==> src/sstg_pkg.sv <==
`default_nettype none

package sstg_pkg;

    // datapath word of the sine evaluation, q30 fixed point
    localparam int WORD_W = 32;
    localparam int PROD_W = 2 * WORD_W;
    localparam int Q_FRAC = 30;

    // multiplier digit and step count
    localparam int MUL_DIGIT = 8;
    localparam int MUL_ACC_W = WORD_W + MUL_DIGIT;
    localparam int MUL_STEPS = WORD_W / MUL_DIGIT;
    localparam int MUL_CNT_W = $clog2(MUL_STEPS);

    // divider step counter, holds up to WORD_W
    localparam int CNT_W = $clog2(WORD_W) + 1;

    // taylor series divisors k*(k-1) for k = 3, 5, ..., 13
    localparam int TERM_DIV_W = 8;
    localparam int TERM_IDX_W = 3;
    localparam logic [TERM_IDX_W-1:0] LAST_TERM = 3'd5;

    localparam logic [WORD_W-1:0] HALF_PI_Q30 = 32'd1686629713;
    localparam logic [15:0] FULL_SCALE = 16'd32767;

    // configuration register indexes
    localparam int CFG_IDX_W = 2;
    localparam logic [CFG_IDX_W-1:0] CFG_SAMPLE_RATE = 2'd0;
    localparam logic [CFG_IDX_W-1:0] CFG_TONE_FREQ = 2'd1;

    typedef enum logic [2:0] {
        ST_IDLE,
        ST_PHASE,
        ST_THETA,
        ST_THETA2,
        ST_TERM_MUL,
        ST_TERM_DIV,
        ST_SCALE,
        ST_DONE
    } state_t;

    function automatic logic [TERM_DIV_W-1:0] term_divisor(input logic [TERM_IDX_W-1:0] idx);
        logic [TERM_DIV_W-1:0] d;
        unique case (idx)
            3'd0: d = 8'd6;
            3'd1: d = 8'd20;
            3'd2: d = 8'd42;
            3'd3: d = 8'd72;
            3'd4: d = 8'd110;
            3'd5: d = 8'd156;
            default: d = 8'd1;
        endcase
        return d;
    endfunction

endpackage

`default_nettype wire

==> src/sstg_mul.sv <==
`default_nettype none

// digit serial multiplier, one 8 bit digit of b per cycle, lsb first
module sstg_mul (
    input  wire logic                          clk,
    input  wire logic                          rst_n,
    input  wire logic                          start,
    input  wire logic [sstg_pkg::WORD_W-1:0]   a,
    input  wire logic [sstg_pkg::WORD_W-1:0]   b,
    output logic      [sstg_pkg::PROD_W-1:0]   prod,
    output logic                               done
);

    logic [sstg_pkg::WORD_W-1:0]    a_reg;
    logic [sstg_pkg::WORD_W-1:0]    hi_reg, hi_next;
    logic [sstg_pkg::WORD_W-1:0]    lo_reg, lo_next;
    logic [sstg_pkg::MUL_CNT_W-1:0] cnt_reg, cnt_next;
    logic                           running_reg, running_next;
    logic                           done_reg, done_next;
    logic [sstg_pkg::MUL_ACC_W-1:0] partial;
    logic [sstg_pkg::MUL_ACC_W-1:0] acc_sum;

    always_comb
    begin
        partial = {{sstg_pkg::MUL_DIGIT{1'b0}}, a_reg}
                * {{sstg_pkg::WORD_W{1'b0}}, lo_reg[sstg_pkg::MUL_DIGIT-1:0]};
        acc_sum = partial + {{sstg_pkg::MUL_DIGIT{1'b0}}, hi_reg};
    end

    always_comb
    begin
        hi_next      = hi_reg;
        lo_next      = lo_reg;
        cnt_next     = cnt_reg;
        running_next = running_reg;
        done_next    = 1'b0;
        if (start)
        begin
            hi_next      = '0;
            lo_next      = b;
            cnt_next     = '0;
            running_next = 1'b1;
        end
        else if (running_reg)
        begin
            // low product bits shift in from the top as b digits leave at the bottom
            hi_next  = acc_sum[sstg_pkg::MUL_ACC_W-1:sstg_pkg::MUL_DIGIT];
            lo_next  = {acc_sum[sstg_pkg::MUL_DIGIT-1:0],
                        lo_reg[sstg_pkg::WORD_W-1:sstg_pkg::MUL_DIGIT]};
            cnt_next = cnt_reg + 1'b1;
            if (cnt_reg == sstg_pkg::MUL_CNT_W'(sstg_pkg::MUL_STEPS - 1))
            begin
                running_next = 1'b0;
                done_next    = 1'b1;
            end
        end
    end

    always_ff @(posedge clk or negedge rst_n)
    begin
        if (!rst_n)
        begin
            running_reg <= 1'b0;
            done_reg    <= 1'b0;
            cnt_reg     <= '0;
        end
        else
        begin
            running_reg <= running_next;
            done_reg    <= done_next;
            cnt_reg     <= cnt_next;
        end
    end

    always_ff @(posedge clk)
    begin
        if (start)
        begin
            a_reg <= a;
        end
        hi_reg <= hi_next;
        lo_reg <= lo_next;
    end

    assign prod = {hi_reg, lo_reg};
    assign done = done_reg;

endmodule

`default_nettype wire

==> src/sstg_div.sv <==
`default_nettype none

// restoring divider, one quotient bit per cycle
module sstg_div #(
    parameter int DEN_W = 18
) (
    input  wire logic                          clk,
    input  wire logic                          rst_n,
    input  wire logic                          start,
    input  wire logic [DEN_W-1:0]              rem_init,
    input  wire logic [sstg_pkg::WORD_W-1:0]   num,
    input  wire logic [DEN_W-1:0]              den,
    input  wire logic [sstg_pkg::CNT_W-1:0]    steps,
    output logic      [sstg_pkg::WORD_W-1:0]   quo,
    output logic                               done
);

    logic [DEN_W-1:0]              rem_reg, rem_next;
    logic [DEN_W-1:0]              den_reg;
    logic [sstg_pkg::WORD_W-1:0]   q_reg, q_next;
    logic [sstg_pkg::CNT_W-1:0]    cnt_reg, cnt_next;
    logic                          running_reg, running_next;
    logic                          done_reg, done_next;
    logic [DEN_W:0]                trial;
    logic [DEN_W:0]                diff;
    logic                          fits;

    always_comb
    begin
        trial = {rem_reg, q_reg[sstg_pkg::WORD_W-1]};
        diff  = trial - {1'b0, den_reg};
        fits  = (trial >= {1'b0, den_reg});
    end

    always_comb
    begin
        rem_next     = rem_reg;
        q_next       = q_reg;
        cnt_next     = cnt_reg;
        running_next = running_reg;
        done_next    = 1'b0;
        if (start)
        begin
            rem_next     = rem_init;
            q_next       = num;
            cnt_next     = steps;
            running_next = 1'b1;
        end
        else if (running_reg)
        begin
            // remainder stays below the divisor, so it fits back in DEN_W bits
            rem_next = fits ? diff[DEN_W-1:0] : trial[DEN_W-1:0];
            q_next   = {q_reg[sstg_pkg::WORD_W-2:0], fits};
            cnt_next = cnt_reg - 1'b1;
            if (cnt_reg == sstg_pkg::CNT_W'(1))
            begin
                running_next = 1'b0;
                done_next    = 1'b1;
            end
        end
    end

    always_ff @(posedge clk or negedge rst_n)
    begin
        if (!rst_n)
        begin
            running_reg <= 1'b0;
            done_reg    <= 1'b0;
            cnt_reg     <= '0;
        end
        else
        begin
            running_reg <= running_next;
            done_reg    <= done_next;
            cnt_reg     <= cnt_next;
        end
    end

    always_ff @(posedge clk)
    begin
        if (start)
        begin
            den_reg <= den;
        end
        rem_reg <= rem_next;
        q_reg   <= q_next;
    end

    assign quo  = q_reg;
    assign done = done_reg;

endmodule

`default_nettype wire

==> src/stereo_sine_tone_generator_core.sv <==
`default_nettype none

// Stereo sine tone generator. Each accepted tick word with tick set yields one
// frame: a 16-bit sample of 32767*sin(angle), the same on left and right,
// where the angle is floor(phase*2^ANGLE_BITS/sample_rate) of a full turn and
// the phase steps by tone_freq modulo sample_rate. If tone_freq is not below
// sample_rate the frame is zero with config_error set and the phase holds.
// A tick word with tick clear is taken and gives nothing. A normal frame
// runs a bit-serial phase-to-angle divide, nine 8-bit digit-serial
// multiplies and six bit-serial divides by the Taylor coefficients,
// which dominate the frame time. An error frame skips the arithmetic and
// goes straight to the output side. One frame is in work at a time; a
// finished frame waits in the output register while the next tick is
// taken. Registers sample_rate (index 0) and tone_freq (index 1) may only
// be written while the block is idle; other indexes are ignored.
module stereo_sine_tone_generator_core #(
    parameter int ANGLE_BITS = 16,
    parameter int RATE_BITS  = 18
) (
    input  wire logic                              clk,
    input  wire logic                              rst_n,

    input  wire logic                              in_valid,
    output logic                                   in_stall,
    input  wire logic                              tick,

    output logic                                   out_valid,
    input  wire logic                              out_stall,
    output logic signed [15:0]                     left_sample,
    output logic signed [15:0]                     right_sample,
    output logic                                   config_error,

    input  wire logic                              cfg_valid,
    output logic                                   cfg_ready,
    input  wire logic [sstg_pkg::CFG_IDX_W-1:0]    cfg_index,
    input  wire logic [RATE_BITS-1:0]              cfg_data
);

    localparam int DEN_W = (RATE_BITS > sstg_pkg::TERM_DIV_W) ? RATE_BITS
                                                              : sstg_pkg::TERM_DIV_W;
    localparam int R_W = ANGLE_BITS - 1;
    localparam logic [R_W-1:0] QUARTER = R_W'(1) << (ANGLE_BITS - 2);
    localparam logic [RATE_BITS-1:0] RATE_RESET = RATE_BITS'(48000);
    localparam logic [RATE_BITS-1:0] TONE_RESET = RATE_BITS'(1000);

    sstg_pkg::state_t state_reg, state_next;

    logic [RATE_BITS-1:0]                 rate_reg;
    logic [RATE_BITS-1:0]                 tone_reg;
    logic [RATE_BITS-1:0]                 phase_reg, phase_next;

    logic [1:0]                           quad_reg, quad_next;
    logic [sstg_pkg::WORD_W-1:0]          theta2_reg, theta2_next;
    logic [sstg_pkg::WORD_W-1:0]          term_reg, term_next;
    logic [sstg_pkg::WORD_W-1:0]          sum_reg, sum_next;
    logic [sstg_pkg::TERM_IDX_W-1:0]      kidx_reg, kidx_next;
    logic [15:0]                          res_sample_reg, res_sample_next;
    logic                                 res_err_reg, res_err_next;

    logic                                 out_valid_reg, out_valid_next;
    logic [15:0]                          out_sample_reg;
    logic                                 out_err_reg;
    logic                                 out_load;

    logic                                 mul_start;
    logic [sstg_pkg::WORD_W-1:0]          mul_a, mul_b;
    logic [sstg_pkg::PROD_W-1:0]          mul_prod;
    logic                                 mul_done;

    logic                                 div_start;
    logic [DEN_W-1:0]                     div_rem_init, div_den;
    logic [sstg_pkg::WORD_W-1:0]          div_num, div_quo;
    logic [sstg_pkg::CNT_W-1:0]           div_steps;
    logic                                 div_done;

    logic                                 take;
    logic [RATE_BITS-1:0]                 ph_now;
    logic [RATE_BITS:0]                   ph_sum;
    logic [RATE_BITS:0]                   ph_wrap;
    logic [ANGLE_BITS-1:0]                angle;
    logic [R_W-1:0]                       rpos;
    logic [sstg_pkg::WORD_W-1:0]          mul_q30;
    logic [sstg_pkg::WORD_W-1:0]          div_term;
    logic [sstg_pkg::WORD_W-1:0]          sum_upd;
    logic [16:0]                          mag_wide;
    logic [15:0]                          mag;

    sstg_mul u_mul (
        .clk   (clk),
        .rst_n (rst_n),
        .start (mul_start),
        .a     (mul_a),
        .b     (mul_b),
        .prod  (mul_prod),
        .done  (mul_done)
    );

    sstg_div #(
        .DEN_W (DEN_W)
    ) u_div (
        .clk      (clk),
        .rst_n    (rst_n),
        .start    (div_start),
        .rem_init (div_rem_init),
        .num      (div_num),
        .den      (div_den),
        .steps    (div_steps),
        .quo      (div_quo),
        .done     (div_done)
    );

    assign in_stall  = (state_reg != sstg_pkg::ST_IDLE);
    assign take      = in_valid && !in_stall && tick;
    assign cfg_ready = 1'b1;
    assign out_load  = (state_reg == sstg_pkg::ST_DONE) && (!out_valid_reg || !out_stall);

    // phase wrap after a register write, and the step for the next frame
    always_comb
    begin
        ph_now  = (phase_reg >= rate_reg) ? '0 : phase_reg;
        ph_sum  = {1'b0, ph_now} + {1'b0, tone_reg};
        ph_wrap = (ph_sum >= {1'b0, rate_reg}) ? (ph_sum - {1'b0, rate_reg}) : ph_sum;
    end

    always_comb
    begin
        angle    = div_quo[ANGLE_BITS-1:0];
        rpos     = {1'b0, angle[ANGLE_BITS-3:0]};
        mul_q30  = mul_prod[sstg_pkg::Q_FRAC+sstg_pkg::WORD_W-1:sstg_pkg::Q_FRAC];
        div_term = div_quo;
        // odd terms alternate: subtract for k = 3, 7, 11, held at zero
        if (kidx_reg[0] == 1'b0)
        begin
            sum_upd = (sum_reg >= div_term) ? (sum_reg - div_term) : '0;
        end
        else
        begin
            sum_upd = sum_reg + div_term;
        end
        mag_wide = mul_prod[sstg_pkg::Q_FRAC+16:sstg_pkg::Q_FRAC];
        mag      = (mag_wide > {1'b0, sstg_pkg::FULL_SCALE}) ? sstg_pkg::FULL_SCALE
                                                             : mag_wide[15:0];
    end

    always_comb
    begin
        state_next      = state_reg;
        phase_next      = phase_reg;
        quad_next       = quad_reg;
        theta2_next     = theta2_reg;
        term_next       = term_reg;
        sum_next        = sum_reg;
        kidx_next       = kidx_reg;
        res_sample_next = res_sample_reg;
        res_err_next    = res_err_reg;
        mul_start       = 1'b0;
        mul_a           = term_reg;
        mul_b           = theta2_reg;
        div_start       = 1'b0;
        div_rem_init    = '0;
        div_num         = mul_q30;
        div_den         = DEN_W'(sstg_pkg::term_divisor(kidx_reg));
        div_steps       = sstg_pkg::CNT_W'(sstg_pkg::WORD_W);

        unique case (state_reg)
            sstg_pkg::ST_IDLE:
            begin
                if (take)
                begin
                    if (tone_reg >= rate_reg)
                    begin
                        res_sample_next = '0;
                        res_err_next    = 1'b1;
                        state_next      = sstg_pkg::ST_DONE;
                    end
                    else
                    begin
                        phase_next   = ph_wrap[RATE_BITS-1:0];
                        div_start    = 1'b1;
                        div_rem_init = DEN_W'(ph_now);
                        div_num      = '0;
                        div_den      = DEN_W'(rate_reg);
                        div_steps    = sstg_pkg::CNT_W'(ANGLE_BITS);
                        state_next   = sstg_pkg::ST_PHASE;
                    end
                end
            end
            sstg_pkg::ST_PHASE:
            begin
                if (div_done)
                begin
                    quad_next  = angle[ANGLE_BITS-1:ANGLE_BITS-2];
                    mul_start  = 1'b1;
                    mul_a      = sstg_pkg::HALF_PI_Q30;
                    mul_b      = sstg_pkg::WORD_W'(angle[ANGLE_BITS-2] ? (QUARTER - rpos)
                                                                        : rpos);
                    state_next = sstg_pkg::ST_THETA;
                end
            end
            sstg_pkg::ST_THETA:
            begin
                if (mul_done)
                begin
                    term_next  = mul_prod[ANGLE_BITS-2+sstg_pkg::WORD_W-1:ANGLE_BITS-2];
                    sum_next   = mul_prod[ANGLE_BITS-2+sstg_pkg::WORD_W-1:ANGLE_BITS-2];
                    mul_start  = 1'b1;
                    mul_a      = mul_prod[ANGLE_BITS-2+sstg_pkg::WORD_W-1:ANGLE_BITS-2];
                    mul_b      = mul_prod[ANGLE_BITS-2+sstg_pkg::WORD_W-1:ANGLE_BITS-2];
                    state_next = sstg_pkg::ST_THETA2;
                end
            end
            sstg_pkg::ST_THETA2:
            begin
                if (mul_done)
                begin
                    theta2_next = mul_q30;
                    kidx_next   = '0;
                    mul_start   = 1'b1;
                    mul_a       = term_reg;
                    mul_b       = mul_q30;
                    state_next  = sstg_pkg::ST_TERM_MUL;
                end
            end
            sstg_pkg::ST_TERM_MUL:
            begin
                if (mul_done)
                begin
                    div_start  = 1'b1;
                    state_next = sstg_pkg::ST_TERM_DIV;
                end
            end
            sstg_pkg::ST_TERM_DIV:
            begin
                if (div_done)
                begin
                    term_next = div_term;
                    sum_next  = sum_upd;
                    mul_start = 1'b1;
                    if (kidx_reg == sstg_pkg::LAST_TERM)
                    begin
                        mul_a      = sum_upd;
                        mul_b      = sstg_pkg::WORD_W'(sstg_pkg::FULL_SCALE);
                        state_next = sstg_pkg::ST_SCALE;
                    end
                    else
                    begin
                        kidx_next  = kidx_reg + 1'b1;
                        mul_a      = div_term;
                        mul_b      = theta2_reg;
                        state_next = sstg_pkg::ST_TERM_MUL;
                    end
                end
            end
            sstg_pkg::ST_SCALE:
            begin
                if (mul_done)
                begin
                    res_sample_next = quad_reg[1] ? (16'd0 - mag) : mag;
                    res_err_next    = 1'b0;
                    state_next      = sstg_pkg::ST_DONE;
                end
            end
            sstg_pkg::ST_DONE:
            begin
                if (out_load)
                begin
                    state_next = sstg_pkg::ST_IDLE;
                end
            end
            default:
            begin
                state_next = sstg_pkg::ST_IDLE;
            end
        endcase
    end

    always_comb
    begin
        out_valid_next = out_valid_reg;
        if (out_load)
        begin
            out_valid_next = 1'b1;
        end
        else if (!out_stall)
        begin
            out_valid_next = 1'b0;
        end
    end

    always_ff @(posedge clk or negedge rst_n)
    begin
        if (!rst_n)
        begin
            state_reg     <= sstg_pkg::ST_IDLE;
            rate_reg      <= RATE_RESET;
            tone_reg      <= TONE_RESET;
            phase_reg     <= '0;
            out_valid_reg <= 1'b0;
        end
        else
        begin
            state_reg     <= state_next;
            phase_reg     <= phase_next;
            out_valid_reg <= out_valid_next;
            if (cfg_valid && cfg_ready)
            begin
                if (cfg_index == sstg_pkg::CFG_SAMPLE_RATE)
                begin
                    rate_reg <= cfg_data;
                end
                else if (cfg_index == sstg_pkg::CFG_TONE_FREQ)
                begin
                    tone_reg <= cfg_data;
                end
            end
        end
    end

    always_ff @(posedge clk)
    begin
        quad_reg       <= quad_next;
        theta2_reg     <= theta2_next;
        term_reg       <= term_next;
        sum_reg        <= sum_next;
        kidx_reg       <= kidx_next;
        res_sample_reg <= res_sample_next;
        res_err_reg    <= res_err_next;
        if (out_load)
        begin
            out_sample_reg <= res_sample_reg;
            out_err_reg    <= res_err_reg;
        end
    end

    assign out_valid    = out_valid_reg;
    assign left_sample  = out_sample_reg;
    assign right_sample = out_sample_reg;
    assign config_error = out_err_reg;

endmodule

`default_nettype wire

==> config.mk <==
export PLATFORM = sky130hd
export DESIGN_NAME = stereo_sine_tone_generator_core
export DESIGN_NICKNAME = d
export VERILOG_FILES = /design/src/sstg_pkg.sv /design/src/sstg_mul.sv /design/src/sstg_div.sv /design/src/stereo_sine_tone_generator_core.sv
export SDC_FILE = /design/constraint.sdc
export NUM_CORES = 2
export LEC_CHECK = 0
export BUFFER_PORTS_ARGS = -buffer_cell sky130_fd_sc_hd__buf_2
export CAP_MARGIN = 20
export CORE_AREA = 3 3 291 293
export CTS_CLUSTER_DIAMETER = 30
export DETAILED_ROUTE_END_ITERATION = 8
export DIE_AREA = 0 0 294 296
export PLACE_DENSITY = 0.51
export SYNTH_ARGS = -nofsm -noshare
export SYNTH_HDL_FRONTEND = slang
export SYNTH_SLANG_ARGS = --single-unit
==> constraint.sdc <==
create_clock -name clk -period 8.5 [get_ports clk]
set_clock_uncertainty 0.15 [all_clocks]
set_input_delay 1.275 -clock clk [delete_from_list [all_inputs] [get_ports clk]]
set_output_delay 1.275 -clock clk [all_outputs]
set_load 0.02 [all_outputs]
==> out/summary.txt <==
Tot GR Track Use - 24.99%
Mapped Nets - 4032
Largest delay contributor family on the critical path - compound AO/OA/AOI/OAI gates
Final slew viol count - 0
I/O pin total - 62
CTS tree - built
DR vias - 26.82k
Area contributors post-synth - edfxtp_1 (24%), fa_1 (13%), ha_1 (8.5%), nand2_1 (4.9%), dfrtp_1 (4.3%)
Layout fillers - 7924
CP Capture Type - register
Setup tns final - 0 ns
Final Hold Viols - 0
CTS Hold Bufs - 0
Tcrit/Tclk final - 85.39%
Cell variety after synth - 90
Met3 wire len - 8504 um
Reg2Reg Depth - 27
Hold Path Depth - 0
Critical path's slowest cell - a2111oi_0
RD Place Congestion - 0.8886
Most frequent cell after synthesis - nand2_1
Synth Flop Type - edfxtp_1
Hold WC Path Type - register to register
DIE AREA - 0.08702 sq mm
WL met2 - 47240 um
Number of global-route vias before repair - 26.22k
CTS Root Cell - clkbuf_16
H-Tree Level Count - 3
Slowest stage delay, CP - 0.56 ns
Crit path buf inv count - 3
Antenna Cells - 0
1st-iter DRT viols - 2370
Core ar. - 0.08211 sq mm
Initial Utilization - 40.12%
Period minus WS final - 7.258 ns
Total gr overflow - 0
Largest net degree at the start of global routing - 81
Met1 WL - 50840 um
Initial antenna violation count - 1
Synthesized cell area - 0.03295 sq mm
# resized after CTS - 0
Ys async rst share - 19.02%
Clk_lat worst skew - 0.64 ns
Yosys top cell by area - edfxtp_1
Post-synth top cells - nand2_1 (432), inv_1 (323), nor2_1 (276)
Port Buffer Count - 60
Die Wd - 294 um
Final WL - 108700 um
CP Launch Type - register
DR pass1 iterations - 7
Nets - 4039
Synth-to-layout area growth - 14.65%
Critical-path maximum fanout - 15
Critical path class - register to register
#FFs+latches synth - 368
Die Y - 296 um
Num CTS Buffers - 102
RSZ-0062 raised after global routing - no
DRC - 0
Least-Margin Pin Slew - 1.092 ns
Critical Path Stages - 27
Wire length of the first global-routing pass - 166200 um
Setup violations, final - 0
Clock slew at reported path FFs - 0.05 ns
ANT nets after route - 0
Sequential area share after synthesis - 31.55%
Max-cap viol count - 0
Syn Inst Count - 3566
CP Data Required Time - 8.83 ns
CTS max path bufs - 3
Fraction of layout cells with a size suffix above 1 - 10.65%
Most used cell, CP - ha_1
Critical Path AT - 7.59 ns
Status - completed
Maximum achievable frequency - 137.8 MHz
Avg Cell Area, Syn - 9.239 sq um
Final HPWL DP - 80600 um
Post-synth EDFFs - 266
Yosys warns - 0
Vias/cell - 5.667
Post-CTS setup buffers - 0
Wire per inst - 22.96 um
Uppermost routed layer - met4
Sink Count - 368
Row count - 105
Slew margin rel. - 26.25%
Share of the synthesized area in the top cell type - 24.24%
## metrics by stage
step | worst slack, ns | hold slack (ns) | cells | area [sq um] | utilization (%)
3_5_place_dp | 1.211 | 0.2571 | 4538 | 34160 | 41.60
6_report | 1.242 | 0.2666 | 4732 | 37770 | 46.00
5_1_grt | 0.6411 | 0.2782 | 4732 | 37770 | 46.00
3_3_place_gp | 1.307 | 0.2508 | 4537 | 34140 | 41.58
2_1_floorplan | 2.116 | 0.2503 | 3566 | 32950 | -
4_1_cts | 1.187 | 0.2642 | 4731 | 37750 | 45.97
## cell type report
class / instances / area [sq um] / area share (%)
Clock buffer: 125 / 2785 / 7.373
Clock inverter: 68 / 805.8 / 2.133
Inverter: 328 / 1232 / 3.263
Multi-Input combinational cell: 2658 / 20470 / 54.18
Sequential cell: 368 / 10400 / 27.54
Tap cell: 1070 / 1339 / 3.544
Timing Repair Buffer: 115 / 743.2 / 1.968
## cells by family after synthesis
family | synth area share, %
fa+ha+maj | 21.65
compound gates | 16.56
flops | 31.55
simple gates | 14.70
other cells | 0.01138
mux | 5.176
xor+xnor | 3.855
buf+inv | 6.483
## metal layers
metal  up-vias  GRT usage, %
met5         -             0
met4         0         6.122
met3       127         4.374
met2       996         37.61
met1     13210         37.26
li1      12490             -
## final timing paths
kind                                    from             end  slack (ns)
min in group asynchronous              rst_n    tone_reg[14]        0.65
min                        res_sample_reg[9]  left_sample[9]        0.27
max                             rate_reg[11]    phase_reg[9]        1.24
min reg2reg                res_sample_reg[9]  left_sample[9]        0.27
max in group asynchronous              rst_n      u_mul.done        6.82
max reg2reg                     rate_reg[11]    phase_reg[9]        1.24
## layout by cell type, fill, tap and decap left out, types with 15 or more instances in the layout
master / netlist / routed
bufinv_16: 0 / 17
clkinv_2: 0 / 29
dfxtp_1: 32 / 32
or3_1: 20 / 20
o21bai_1: 22 / 22
nor3_1: 47 / 45
inv_1: 323 / 323
nor2b_1: 20 / 19
ha_1: 223 / 223
a221oi_1: 29 / 29
o21a_1: 16 / 16
nand2_1: 432 / 430
xor2_1: 31 / 31
a211oi_1: 24 / 24
fa_1: 217 / 217
o31ai_1: 58 / 58
nand2b_1: 16 / 15
nand4_1: 27 / 27
o21ai_0: 220 / 220
a31oi_1: 36 / 36
clkbuf_16: 0 / 107
edfxtp_1: 266 / 266
a21oi_1: 209 / 204
mux2_2: 51 / 51
mux2i_1: 113 / 113
a21o_1: 53 / 53
nor2_1: 276 / 275
xnor2_1: 114 / 114
buf_4: 20 / 54
dfrtp_1: 57 / 55
and2_1: 123 / 123
o211ai_1: 17 / 17
buf_2: 20 / 59
nand3_1: 37 / 37
and3_1: 15 / 15
Power is not shown: default switching activity piles up to over one toggle a cycle in this logic, so the estimate is an artifact.
